<file path="config.mk">
export PLATFORM = sky130hd
export DESIGN_NAME = timestamp_event_merge_unit
export DESIGN_NICKNAME = d
export VERILOG_FILES = /design/src/rtl/core/tem_pkg.sv /design/src/rtl/core/tem_ctrl.sv /design/src/rtl/core/tem_datapath.sv /design/src/rtl/core/timestamp_event_merge_unit.sv
export SDC_FILE = /design/constraint.sdc
export NUM_CORES = 1
export LEC_CHECK = 0
export ABC_CLOCK_PERIOD_IN_PS = 6630
export BUFFER_PORTS_ARGS = -buffer_cell sky130_fd_sc_hd__clkbuf_2
export CAP_MARGIN = 15
export CORE_ASPECT_RATIO = 1.75
export CORE_MARGIN = 2
export CORE_UTILIZATION = 56
export DETAILED_ROUTE_END_ITERATION = 6
export PLACE_DENSITY_LB_ADDON = 0.3
export SYNTH_ARGS = -nofsm -noshare
export SYNTH_HDL_FRONTEND = slang
export SYNTH_SLANG_ARGS = --single-unit
</file>
<file path="constraint.sdc">
create_clock -name clk -period 6.63 [get_ports clk]
set_input_delay 0.3315 -clock clk [delete_from_list [all_inputs] [get_ports clk]]
set_output_delay 0.3315 -clock clk [all_outputs]
set_load 0.05 [all_outputs]
</file>
<file path="src/rtl/core/tem_pkg.sv">
`timescale 1ns / 1ps

package tem_pkg;

  localparam int NUM_LANES_DEF = 14;

  localparam int CFG_W        = 14;
  localparam int LANE_FIELD_W = 4;
  localparam int CH_W         = 16;
  localparam int CO_W         = 32;
  localparam int FI_W         = 16;

  localparam logic [CFG_W-1:0] ACTIVE_RESET = 14'h3FFF;

  localparam logic REQ_EVENT = 1'b0;
  localparam logic REQ_END   = 1'b1;

  localparam logic STATUS_EVENT  = 1'b0;
  localparam logic STATUS_REJECT = 1'b1;

  typedef struct packed {
    logic load_in;
    logic apply;
    logic load_reject;
    logic scan_start;
    logic load_result;
  } cmd_t;

  typedef struct packed {
    logic reject;
    logic drain_ok;
    logic scan_done;
    logic out_last;
  } stat_t;

endpackage

</file>
<file path="src/rtl/core/tem_ctrl.sv">
`timescale 1ns / 1ps

module tem_ctrl import tem_pkg::*; (
  input  logic  clk,
  input  logic  rst,
  input  logic  in_valid,
  input  logic  out_stall,
  output logic  in_stall,
  output logic  out_valid,
  output cmd_t  cmd,
  input  stat_t stat
);

  localparam logic [2:0] S_IDLE  = 3'd0;
  localparam logic [2:0] S_APPLY = 3'd1;
  localparam logic [2:0] S_COND  = 3'd2;
  localparam logic [2:0] S_SCAN  = 3'd3;
  localparam logic [2:0] S_LOAD  = 3'd4;
  localparam logic [2:0] S_OUT   = 3'd5;

  logic [2:0] state;
  logic [2:0] state_next;

  always_ff @(posedge clk) begin
    if (rst) begin
      state <= S_IDLE;
    end else begin
      state <= state_next;
    end
  end

  assign in_stall  = (state != S_IDLE);
  assign out_valid = (state == S_OUT);

  always_comb begin
    cmd        = '0;
    state_next = state;
    case (state)
      S_IDLE: begin
        if (in_valid) begin
          cmd.load_in = 1'b1;
          state_next  = S_APPLY;
        end
      end
      S_APPLY: begin
        if (stat.reject) begin
          cmd.load_reject = 1'b1;
          state_next      = S_OUT;
        end else begin
          cmd.apply  = 1'b1;
          state_next = S_COND;
        end
      end
      S_COND: begin
        if (stat.drain_ok) begin
          cmd.scan_start = 1'b1;
          state_next     = S_SCAN;
        end else begin
          state_next = S_IDLE;
        end
      end
      S_SCAN: begin
        if (stat.scan_done) begin
          state_next = S_LOAD;
        end
      end
      S_LOAD: begin
        cmd.load_result = 1'b1;
        state_next      = S_OUT;
      end
      S_OUT: begin
        if (!out_stall) begin
          if (stat.out_last) begin
            state_next = S_IDLE;
          end else begin
            // more to drain: the released lane is already cleared
            cmd.scan_start = 1'b1;
            state_next     = S_SCAN;
          end
        end
      end
      default: begin
        state_next = S_IDLE;
      end
    endcase
  end

endmodule

</file>
<file path="src/rtl/core/tem_datapath.sv">
`timescale 1ns / 1ps

module tem_datapath import tem_pkg::*; #(
  parameter int NUM_LANES = NUM_LANES_DEF
) (
  input  logic                    clk,
  input  logic                    rst,
  input  logic                    cfg_valid,
  input  logic [CFG_W-1:0]        cfg_data,
  input  logic                    req_type,
  input  logic [LANE_FIELD_W-1:0] lane,
  input  logic [CH_W-1:0]         spectral_channel,
  input  logic [CO_W-1:0]         coarse_time,
  input  logic [FI_W-1:0]         fine_time,
  input  cmd_t                    cmd,
  output stat_t                   stat,
  output logic                    status,
  output logic [LANE_FIELD_W-1:0] out_lane,
  output logic [CH_W-1:0]         out_spectral_channel,
  output logic [CO_W-1:0]         out_coarse_time,
  output logic [FI_W-1:0]         out_fine_time,
  output logic                    last
);

  localparam int IDX_W  = $clog2(NUM_LANES);
  localparam int WORD_W = CH_W + CO_W + FI_W;
  localparam logic [IDX_W-1:0] LAST_IDX = IDX_W'(NUM_LANES - 1);

  logic [NUM_LANES-1:0] active;
  logic [NUM_LANES-1:0] full;
  logic [NUM_LANES-1:0] ended;
  logic [NUM_LANES-1:0] cfg_expand;
  logic [NUM_LANES-1:0] reset_expand;
  logic [NUM_LANES-1:0] cand;
  logic [NUM_LANES-1:0] full_after;

  logic                    req_q;
  logic [LANE_FIELD_W-1:0] lane_q;
  logic [CH_W-1:0]         ch_q;
  logic [CO_W-1:0]         co_q;
  logic [FI_W-1:0]         fi_q;

  logic [WORD_W-1:0] mem [NUM_LANES];
  logic [WORD_W-1:0] rd_word;

  logic             rd_on;
  logic [IDX_W-1:0] rd_idx;
  logic             cmp_en;
  logic [IDX_W-1:0] cmp_idx;
  logic             best_valid;
  logic [IDX_W-1:0] best_idx;
  logic [CH_W-1:0]  best_ch;
  logic [CO_W-1:0]  best_co;
  logic [FI_W-1:0]  best_fi;

  logic [IDX_W-1:0] lane_idx;
  logic             lane_ok;
  logic [CH_W-1:0]  rd_ch;
  logic [CO_W-1:0]  rd_co;
  logic [FI_W-1:0]  rd_fi;
  logic             earlier;
  logic             take;
  logic             last_after;

  // lanes beyond the register width are never active
  genvar g;
  for (g = 0; g < NUM_LANES; g++) begin : g_mask
    if (g < CFG_W) begin : g_in
      assign cfg_expand[g]   = cfg_data[g];
      assign reset_expand[g] = ACTIVE_RESET[g];
    end else begin : g_out
      assign cfg_expand[g]   = 1'b0;
      assign reset_expand[g] = 1'b0;
    end
  end

  assign lane_idx = IDX_W'(lane_q);
  assign lane_ok  = (32'(lane_q) < NUM_LANES) && active[lane_idx];

  assign cand = active & full;

  always_comb begin
    for (int i = 0; i < NUM_LANES; i++) begin
      full_after[i] = full[i] && (best_idx != IDX_W'(i));
    end
  end

  assign last_after = !((&(~active | full_after | ended)) && (|(active & full_after)));

  assign rd_ch = rd_word[WORD_W-1 -: CH_W];
  assign rd_co = rd_word[FI_W +: CO_W];
  assign rd_fi = rd_word[FI_W-1:0];

  // strict compare while scanning upward keeps the lower lane on a tie
  assign earlier = {rd_co, rd_fi} < {best_co, best_fi};
  assign take    = cmp_en && cand[cmp_idx] && (!best_valid || earlier);

  assign stat.reject    = (req_q == REQ_EVENT) &&
                          (!lane_ok || full[lane_idx] || ended[lane_idx]);
  assign stat.drain_ok  = (&(~active | full | ended)) && (|cand);
  assign stat.scan_done = cmp_en && (cmp_idx == LAST_IDX);
  assign stat.out_last  = last;

  always_ff @(posedge clk) begin
    if (rst) begin
      active     <= reset_expand;
      full       <= '0;
      ended      <= '0;
      rd_on      <= 1'b0;
      rd_idx     <= '0;
      cmp_en     <= 1'b0;
      cmp_idx    <= '0;
      best_valid <= 1'b0;
    end else begin
      if (cfg_valid) begin
        active <= cfg_expand;
      end
      if (cmd.apply && lane_ok) begin
        if (req_q == REQ_EVENT) begin
          full[lane_idx] <= 1'b1;
        end else begin
          ended[lane_idx] <= 1'b1;
        end
      end
      if (cmd.load_result) begin
        full[best_idx] <= 1'b0;
      end
      if (cmd.scan_start) begin
        rd_on      <= 1'b1;
        rd_idx     <= '0;
        cmp_en     <= 1'b0;
        best_valid <= 1'b0;
      end else begin
        cmp_en <= rd_on;
        if (rd_on) begin
          cmp_idx <= rd_idx;
          if (rd_idx == LAST_IDX) begin
            rd_on <= 1'b0;
          end else begin
            rd_idx <= rd_idx + IDX_W'(1);
          end
        end
        if (take) begin
          best_valid <= 1'b1;
        end
      end
    end
  end

  always_ff @(posedge clk) begin
    if (cmd.load_in) begin
      req_q  <= req_type;
      lane_q <= lane;
      ch_q   <= spectral_channel;
      co_q   <= coarse_time;
      fi_q   <= fine_time;
    end
    if (cmd.apply && lane_ok && (req_q == REQ_EVENT)) begin
      mem[lane_idx] <= {ch_q, co_q, fi_q};
    end
    if (rd_on) begin
      rd_word <= mem[rd_idx];
    end
    if (take) begin
      best_idx <= cmp_idx;
      best_ch  <= rd_ch;
      best_co  <= rd_co;
      best_fi  <= rd_fi;
    end
    if (cmd.load_reject) begin
      status               <= STATUS_REJECT;
      out_lane             <= lane_q;
      out_spectral_channel <= '0;
      out_coarse_time      <= '0;
      out_fine_time        <= '0;
      last                 <= 1'b1;
    end else if (cmd.load_result) begin
      status               <= STATUS_EVENT;
      out_lane             <= LANE_FIELD_W'(best_idx);
      out_spectral_channel <= best_ch;
      out_coarse_time      <= best_co;
      out_fine_time        <= best_fi;
      last                 <= last_after;
    end
  end

endmodule

</file>
<file path="src/rtl/core/timestamp_event_merge_unit.sv">
`timescale 1ns / 1ps

// Merges events from NUM_LANES detector lanes, each with a one-entry buffer, into one
// stream ordered by coarse then fine time, ties going to the lower lane. An item that
// releases nothing passes the load, apply and condition states; a rejected event is
// loaded and held in the output state until the output handshake. Each released event
// is found by a sequential scan of the lane buffer memory (one read per cycle) for the
// earliest held entry, then held for the output handshake. Input is taken only when
// the previous item has delivered all of its results. active_lanes may be written in
// any cycle (cfg_ready is always high) but should only change while the block is idle.

module timestamp_event_merge_unit import tem_pkg::*; #(
  parameter int NUM_LANES = NUM_LANES_DEF
) (
  input  logic                    clk,
  input  logic                    rst,
  input  logic                    cfg_valid,
  output logic                    cfg_ready,
  input  logic [CFG_W-1:0]        active_lanes,
  input  logic                    in_valid,
  output logic                    in_stall,
  input  logic                    req_type,
  input  logic [LANE_FIELD_W-1:0] lane,
  input  logic [CH_W-1:0]         spectral_channel,
  input  logic [CO_W-1:0]         coarse_time,
  input  logic [FI_W-1:0]         fine_time,
  output logic                    out_valid,
  input  logic                    out_stall,
  output logic                    status,
  output logic [LANE_FIELD_W-1:0] out_lane,
  output logic [CH_W-1:0]         out_spectral_channel,
  output logic [CO_W-1:0]         out_coarse_time,
  output logic [FI_W-1:0]         out_fine_time,
  output logic                    last
);

  cmd_t  cmd;
  stat_t stat;

  assign cfg_ready = 1'b1;

  tem_ctrl u_ctrl (
    .clk       (clk),
    .rst       (rst),
    .in_valid  (in_valid),
    .out_stall (out_stall),
    .in_stall  (in_stall),
    .out_valid (out_valid),
    .cmd       (cmd),
    .stat      (stat)
  );

  tem_datapath #(
    .NUM_LANES (NUM_LANES)
  ) u_datapath (
    .clk                  (clk),
    .rst                  (rst),
    .cfg_valid            (cfg_valid),
    .cfg_data             (active_lanes),
    .req_type             (req_type),
    .lane                 (lane),
    .spectral_channel     (spectral_channel),
    .coarse_time          (coarse_time),
    .fine_time            (fine_time),
    .cmd                  (cmd),
    .stat                 (stat),
    .status               (status),
    .out_lane             (out_lane),
    .out_spectral_channel (out_spectral_channel),
    .out_coarse_time      (out_coarse_time),
    .out_fine_time        (out_fine_time),
    .last                 (last)
  );

endmodule
</file>
==> results of run 1 <==
tightest hold or removal path, cell delays in order:
cell and delay, ns:
clkbuf_2 0.11, nor2_1 0.15, a21oi_1 0.06, nand2_1 0.06
a31oi_1 0.04
registers in the layout (all words and copies together), names as in the netlist, 3 cells and up:
signal,count
u_ctrl.state,3
u_datapath.active,14
u_datapath.best_ch,16
u_datapath.best_co,32
u_datapath.best_fi,16
u_datapath.best_idx,4
u_datapath.ch_q,16
u_datapath.cmp_idx,4
u_datapath.co_q,32
u_datapath.ended,14
u_datapath.fi_q,16
u_datapath.full,14
u_datapath.lane_idx,4
u_datapath.mem,896
u_datapath.out_coarse_time,32
u_datapath.out_fine_time,16
u_datapath.out_lane,4
u_datapath.out_spectral_channel,16
u_datapath.rd_idx,4
u_datapath.rd_word,64
final timing paths:
kind / from / endpoint / slack (ns) / cells after the start
hold reg to reg: u_datapath.rd_word[55] / u_datapath.best_ch[7] / 0.42 / 0
setup / recovery: u_datapath.lane_idx[0] / u_datapath.mem[13][0] / 1.52 / 7
hold / removal: in_valid / u_ctrl.state[0] / 0.09 / 5
setup reg to reg: u_datapath.lane_idx[0] / u_datapath.mem[13][0] / 1.52 / 7
cell type report:
cell class / count / area (sq um) / area share
well taps: 1065 / 1330 / 0.0251
clock inverters: 63 / 694 / 0.0131
clock buffers: 127 / 2730 / 0.0513
flip-flops and latches: 1223 / 35500 / 0.668
inverters: 64 / 240 / 0.00452
repair buffers: 276 / 2130 / 0.0400
multi-input cells: 960 / 10500 / 0.198
per-layer routing:
layer  up-vias  track usage  routed length [um]
li1      10100            -                   -
met1     12400        0.317               40500
met2       875        0.441               55800
met3       194       0.0376                6110
met4         0       0.0996                3740
met5         -            0                   0
cell usage in the layout (no fill, tap or decap), types with 12 or more instances in the layout:
master	Yosys	routed
edfxtp_1	1101	1101
mux4_2	262	262
nand2_1	177	176
clkbuf_2	0	159
dfxtp_1	122	117
clkbuf_16	0	105
a21oi_1	100	99
dlygate4sd3_1	0	84
mux2_2	69	69
inv_1	63	63
nor2_1	59	57
ha_1	49	49
nand2b_1	20	20
clkbuf_1	85	20
clkinv_2	0	19
buf_12	0	18
nand4_1	15	15
mux2i_1	15	15
a211oi_1	14	14
nor3_1	27	14
buf_4	3	14
nor3_2	0	13
clkinv_1	1	13
o21ai_0	12	12
a21o_1	12	12
a41oi_1	12	12
bufinv_16	0	12
metrics by stage:
step                      TNS [ns]  worst slack, ns
final                            0             1.52
after global routing             0             1.24
after CTS                        0             1.56
after detailed placement         0             1.62
after global placement           0             1.61
after floorplan            -188.48           -0.273
cell families after synthesis:
kind of cell | count (synthesis) | share of synthesized area
flip-flops | 1223 | 0.761
buffers and inverters | 178 | 0.0148
adder cells (fa/ha/maj) | 49 | 0.0131
XOR/XNOR | 3 | 0.000564
multiplexers | 346 | 0.146
AO/OA/AOI/OAI | 208 | 0.0288
other | 1 | 0.0000804
AND/OR/NAND/NOR | 353 | 0.0349
power by group through the flow:
stage / logic (uW) / clock network (uW) / registers [uW]
2_1_floorplan: 313 / 0 / 9680
6_report: 1290 / 6150 / 9040
3_5_place_dp: 1250 / 0 / 9210
4_1_cts: 1290 / 6260 / 9040
3_3_place_gp: 1230 / 0 / 9170
5_1_grt: 1360 / 6530 / 9080
timing repair:
item	CTS	global route
endpoints found under the hold margin	84	0
resized for setup	0	0
endpoints found under the setup margin	0	0
hold buffers	84	0
==> metrics.yaml, run 1 <==
outcome:
  status: "complete, no violations"
sta:
  fmax_mhz: 196
  maxSlewViolCount: 0
  setup_viol: 0
  rsz0062_at_grt: "false"
  relSlewSlack: 0.140
  finalCriticalPeriod_ns: 5.11
  tightest_slew_ns: 1.28
  whs_ns: 0.0887
  min_period_over_period: 0.770
  hold_viol_final: 0
  clock_skew_ns: 0.0369
worst_setup_path:
  critPathCaptureType: "flop"
  critPathMaxFanout: 26
  crit_arrival_ns: 5.44
  critPathSlowestCell: "nor4b_4"
  path_delay_family: "simple AND/OR/NAND/NOR gates"
  path_cells: "or2_2, o32ai_1, a311o_1, nor4b_4, nand2_1, nor2_4, buf_4"
  start_kind: "flop"
  path_class: "reg -> reg"
  crit_required_ns: 6.96
  worstPathBufferInverterCount: 1
  critPathMaxStageDelay_ns: 0.97
synthesis:
  syn_inst: 2361
  synth-main-ff-cell: "edfxtp_1"
  synth_area_leader_cell: "edfxtp_1"
  yosysMostFrequentCell: "edfxtp_1"
  synth_commonest_cells: "edfxtp_1 (1101), mux4_2 (262), nand2_1 (177), dfxtp_1 (122), a21oi_1 (100)"
  yosysWarnings: 0
  syn_avg_cell_area_sq_um: 19.8
  netlist_top_cells_area: "edfxtp_1 (71%), mux4_2 (13%), dfxtp_1 (5.2%), mux2_2 (1.7%), nand2_1 (1.4%)"
  synth_top_area_frac: 0.709
  syn-num-nets: 2498
  synth_seq_cells: 1223
  synth-edff-count: 1101
  synth_cell_types: 67
  syn_area_sq_mm: 0.0466
  async_flop_share: 0
  seq_area_frac_synth: 0.761
placement:
  io_buffers: 159
  gp_congestion: 0.951
  place_inst: 3502
  dp_hpwl_um: 58900
  postPlaceCellArea_sq_mm: 0.0489
detailed_routing:
  drt-initial-drc-count: 2367
  post-route-drc-count: 0
  ant_nets: 0
  viasPerCell: 6.21
  vias: 23500
  wl_um: 106000
  dr.pass1.iters: 7
  wl_per_cell_um: 28.1
cts:
  post_cts_buffers: 0
  clock-sinks: 1223
  cts.clk_slew.worst_paths_ns: 0.07
  cts-htree-levels: 3
  clock_path_buffers: 3
  clock_latency_ns: 0.70
  cts_root_buf: "clkbuf_16"
  tritoncts: "yes"
  cts-buffers-inserted: 104
power:
  p_leak_uw: 0.0171
  ir_drop_v: 0.000491
  clkPwrFrac: 0.373
  p_sw_uw: 4010
  power_density_mw_per_mm2: 310
  netSwitchingFraction: 0.243
  intPower_uw: 12500
  pwr-share-seq: 0.549
  combPwrFrac: 0.079
  p_total_uw: 16500
global_route:
  grt_pass1_vias: 24400
  grt_max_degree: 138
  antenna_found_initial: 0
  grt_pass1_wl_um: 157000
  grt_remaining_overflow: 0
  grtUsageTotal: 0.251
die:
  design.core.area_sq_mm: 0.0829
  rows: 140
  dieWidth_um: 222
  start_util: 0.563
  fp.dieH_um: 386
  fp.dieArea_sq_mm: 0.0857
  pin_count: 161
layout:
  finalInstanceArea_sq_mm: 0.0532
  area_delta_synth_final_pct: 14.1
  instances_no_fill: 3778
  utilization: 0.642
  antenna_cells: 0
  drive_above_1_share: 0.263
  fin_nets: 2766
  fillCellCount: 5467
min_path:
  hp-class: "in -> reg"
job:
  timing.max_cap.violations: 0
(Power assumes the default switching activity.)
==> inputs of run 2 (changes only) <==
--- a/config.mk
+++ b/config.mk
@@ -5,12 +5,12 @@
 export SDC_FILE = /design/constraint.sdc
 export NUM_CORES = 1
 export LEC_CHECK = 0
-export ABC_CLOCK_PERIOD_IN_PS = 6630
+export ABC_CLOCK_PERIOD_IN_PS = 5260
 export BUFFER_PORTS_ARGS = -buffer_cell sky130_fd_sc_hd__clkbuf_2
 export CAP_MARGIN = 15
 export CORE_ASPECT_RATIO = 1.75
 export CORE_MARGIN = 2
-export CORE_UTILIZATION = 56
+export CORE_UTILIZATION = 61
 export DETAILED_ROUTE_END_ITERATION = 6
 export PLACE_DENSITY_LB_ADDON = 0.3
 export SYNTH_ARGS = -nofsm -noshare
==> constraint.sdc (replaced) <==
create_clock -name clk -period 5.26 [get_ports clk]
set_input_delay 0.263 -clock clk [delete_from_list [all_inputs] [get_ports clk]]
set_output_delay 0.263 -clock clk [all_outputs]
set_load 0.05 [all_outputs]
==> metrics.yaml, run 2 (same netlist as run 1, synthesis figures left out) <==
outcome:
  status: "complete, no violations"  # unchanged
power:
  ir_drop_v: 0.000329  # was 0.000491 V
  power_density_mw_per_mm2: 390  # was 310 mW/mm^2
  combPwrFrac: 0.078  # was 0.079
  pwr-share-seq: 0.549  # about the same
  p_leak_uw: 0.0172  # was 0.0171 uW
  netSwitchingFraction: 0.244  # was 0.243
  intPower_uw: 15700  # was 12500 uW
  p_total_uw: 20800  # was 16500 uW
  clkPwrFrac: 0.373  # about the same
  p_sw_uw: 5080  # was 4010 uW
detailed_routing:
  vias: 24000  # was 23500
  drt-initial-drc-count: 2558  # was 2367
  dr.pass1.iters: 5  # was 7
  post-route-drc-count: 0  # unchanged
  wl_per_cell_um: 29.9  # was 28.1 um
  ant_nets: 0  # unchanged
  wl_um: 112000  # was 106000 um
  viasPerCell: 6.40  # was 6.21
layout:
  layout_common_cells: "edfxtp_1 (1101), mux4_2 (262), nand2_1 (176)"  # unchanged
  reg_top3: "u_datapath.mem: 896 flops, u_datapath.rd_word: 64 flops"  # unchanged
  finalInstanceArea_sq_mm: 0.0532  # about the same
  area_delta_synth_final_pct: 14.2  # was 14.1%
  largest_reg_flops: 896  # unchanged
  layout_commonest_cell: "edfxtp_1"  # unchanged
  fin_nets: 2774  # was 2766
  drive_above_1_share: 0.270  # was 0.263
  top_register: "u_datapath.mem"  # unchanged
sta:
  tightest_slew_ns: 1.04  # was 1.28 ns
  relSlewSlack: 0.299  # was 0.140
  setup_slack_ns: 1.74  # was 1.52 ns
  min_period_over_period: 0.669  # was 0.770
  clock_skew_ns: 0.0211  # was 0.0369 ns
  whs_ns: 0.0550  # was 0.0887 ns
  setup_viol: 0  # unchanged
  maxSlewViolCount: 0  # unchanged
  rsz0062_at_grt: "false"  # unchanged
  finalCriticalPeriod_ns: 3.52  # was 5.11 ns
  fmax_mhz: 284  # was 196 MHz
  hold_viol_final: 0  # unchanged
die:
  fp.dieH_um: 370  # was 386 um
  pin_count: 161  # unchanged
  start_util: 0.614  # was 0.563
  fp.dieArea_sq_mm: 0.0788  # was 0.0857 sq mm
  rows: 134  # was 140
  dieWidth_um: 213  # was 222 um
  design.core.area_sq_mm: 0.0760  # was 0.0829 sq mm
global_route:
  grt_pass1_wl_um: 164000  # was 157000 um
  antenna_found_initial: 1  # was 0
  grt_max_degree: 101  # was 138
  grtUsageTotal: 0.294  # was 0.251
  grt_remaining_overflow: 0  # unchanged
  grt_pass1_vias: 25200  # was 24400
job:
  timing.max_cap.violations: 0  # unchanged
worst_setup_path:
  critPathSlowestCell: "or4_1"  # was nor4b_4
  worstPathBufferInverterCount: 1  # unchanged
  path_delay_family: "simple AND/OR/NAND/NOR gates"  # unchanged
  path_class: "reg -> reg"  # unchanged
  critPathMaxFanout: 44  # was 26
  path_cells: "ha_1, nand4_1, or4_1, nor4_1, o31ai_1, nand4_1, a21oi_4, buf_4"  # was or2_2, o32ai_1, a311o_1, nor4b_4, nand2_1, nor2_4, buf_4
  crit_arrival_ns: 3.86  # was 5.44 ns
  start_kind: "flop"  # unchanged
  critPathCaptureType: "flop"  # unchanged
  crit_required_ns: 5.60  # was 6.96 ns
  path_common_cell: "nand4_1"
  critPathMaxStageDelay_ns: 0.66  # was 0.97 ns
placement:
  gp_congestion: 0.976  # was 0.951
  io_buffers: 159  # unchanged
  dp_hpwl_um: 62000  # was 58900 um
  postPlaceCellArea_sq_mm: 0.0490  # was 0.0489 sq mm
  pre_cts_ws_ns: 1.74  # was 1.62 ns
cts:
  tritoncts: "yes"  # unchanged
  clock_path_buffers: 3  # unchanged
  post_cts_buffers: 0  # unchanged
  clock_latency_ns: 0.69  # was 0.70 ns
  clock-sinks: 1223  # unchanged
  cts-buffers-inserted: 101  # was 104
  cts-htree-levels: 3  # unchanged
  cts_root_buf: "clkbuf_16"  # unchanged
  cts.clk_slew.worst_paths_ns: 0.07  # about the same
min_path:
  hp-class: "in -> reg"  # unchanged
==> run 2: cell count changes in the layout (fill, tap and decap cells not counted), sizes merged <==
| cell | previous run | this run |
|---|---|---|
| inv | 68 | 80 |
| buf | 33 | 44 |
| clkinv | 41 | 34 |
| bufinv | 12 | 9 |
| clkbuf | 286 | 285 |
| diode | 0 | 1 |
==> run 2: per-layer routing <==
| layer | track usage | part of all wire |
|---|---|---|
| met1 | 0.365 | 0.35 |
| met2 | 0.507 | 0.53 |
| met3 | 0.0420 | 0.070 |
| met4 | 0.150 | 0.053 |
| met5 | 0 | 0 |
==> run 2: repair_timing <==
item / in CTS / in global routing
endpoints found under the hold margin: 86 / 0
setup endpoints to repair: 0 / 0
hold buffers: 84 / 0
resized for setup: 0 / 0
==> run 2: final cells by class <==
cell class / count / area [sq um]
sequential: 1223 / 35500
multi-input combinational: 960 / 10600
clock buffer: 126 / 2810
timing repair buffer: 287 / 2200
fill: 4534 / 22700
clock inverter: 65 / 636
antenna: 1 / 2.50
inverter: 64 / 240
tap: 1020 / 1280
==> run 2: stage by stage <==
step	instances	utilization	TNS, ns
floorplan	2361	-	-1328.38
global placement	3470	0.645	0
detailed placement	3470	0.645	0
CTS	3745	0.701	0
global route	3745	0.701	0
finish	3746	0.701	0
==> run 2: path summary, 6_finish.rpt <==
check        cells past startpoint                    from                endpoint  slack, ns
max                              8  u_datapath.rd_word[31]  u_datapath.best_ch[10]       1.74
min reg2reg                      0  u_datapath.rd_word[56]   u_datapath.best_ch[8]       0.42
min                              5                in_valid         u_ctrl.state[0]       0.06
max reg2reg                      8  u_datapath.rd_word[31]  u_datapath.best_ch[10]       1.74
==> run 2: worst min-delay path, delay by kind of cell <==
family          cells  cell delay [ns]
compound gates      2             0.10
buf+inv             1             0.11
simple gates        2             0.21
==> run 2: power by group through the flow <==
| stage | combinational (uW) | sequential [uW] | clock [uW] |
|---|---|---|---|
| after detailed placement | 1560 | 11600 | 0 |
| after global routing | 1710 | 11400 | 8170 |
| after global placement | 1540 | 11600 | 0 |
| after floorplan | 395 | 12200 | 0 |
| final | 1620 | 11400 | 7740 |
| after CTS | 1620 | 11400 | 7850 |
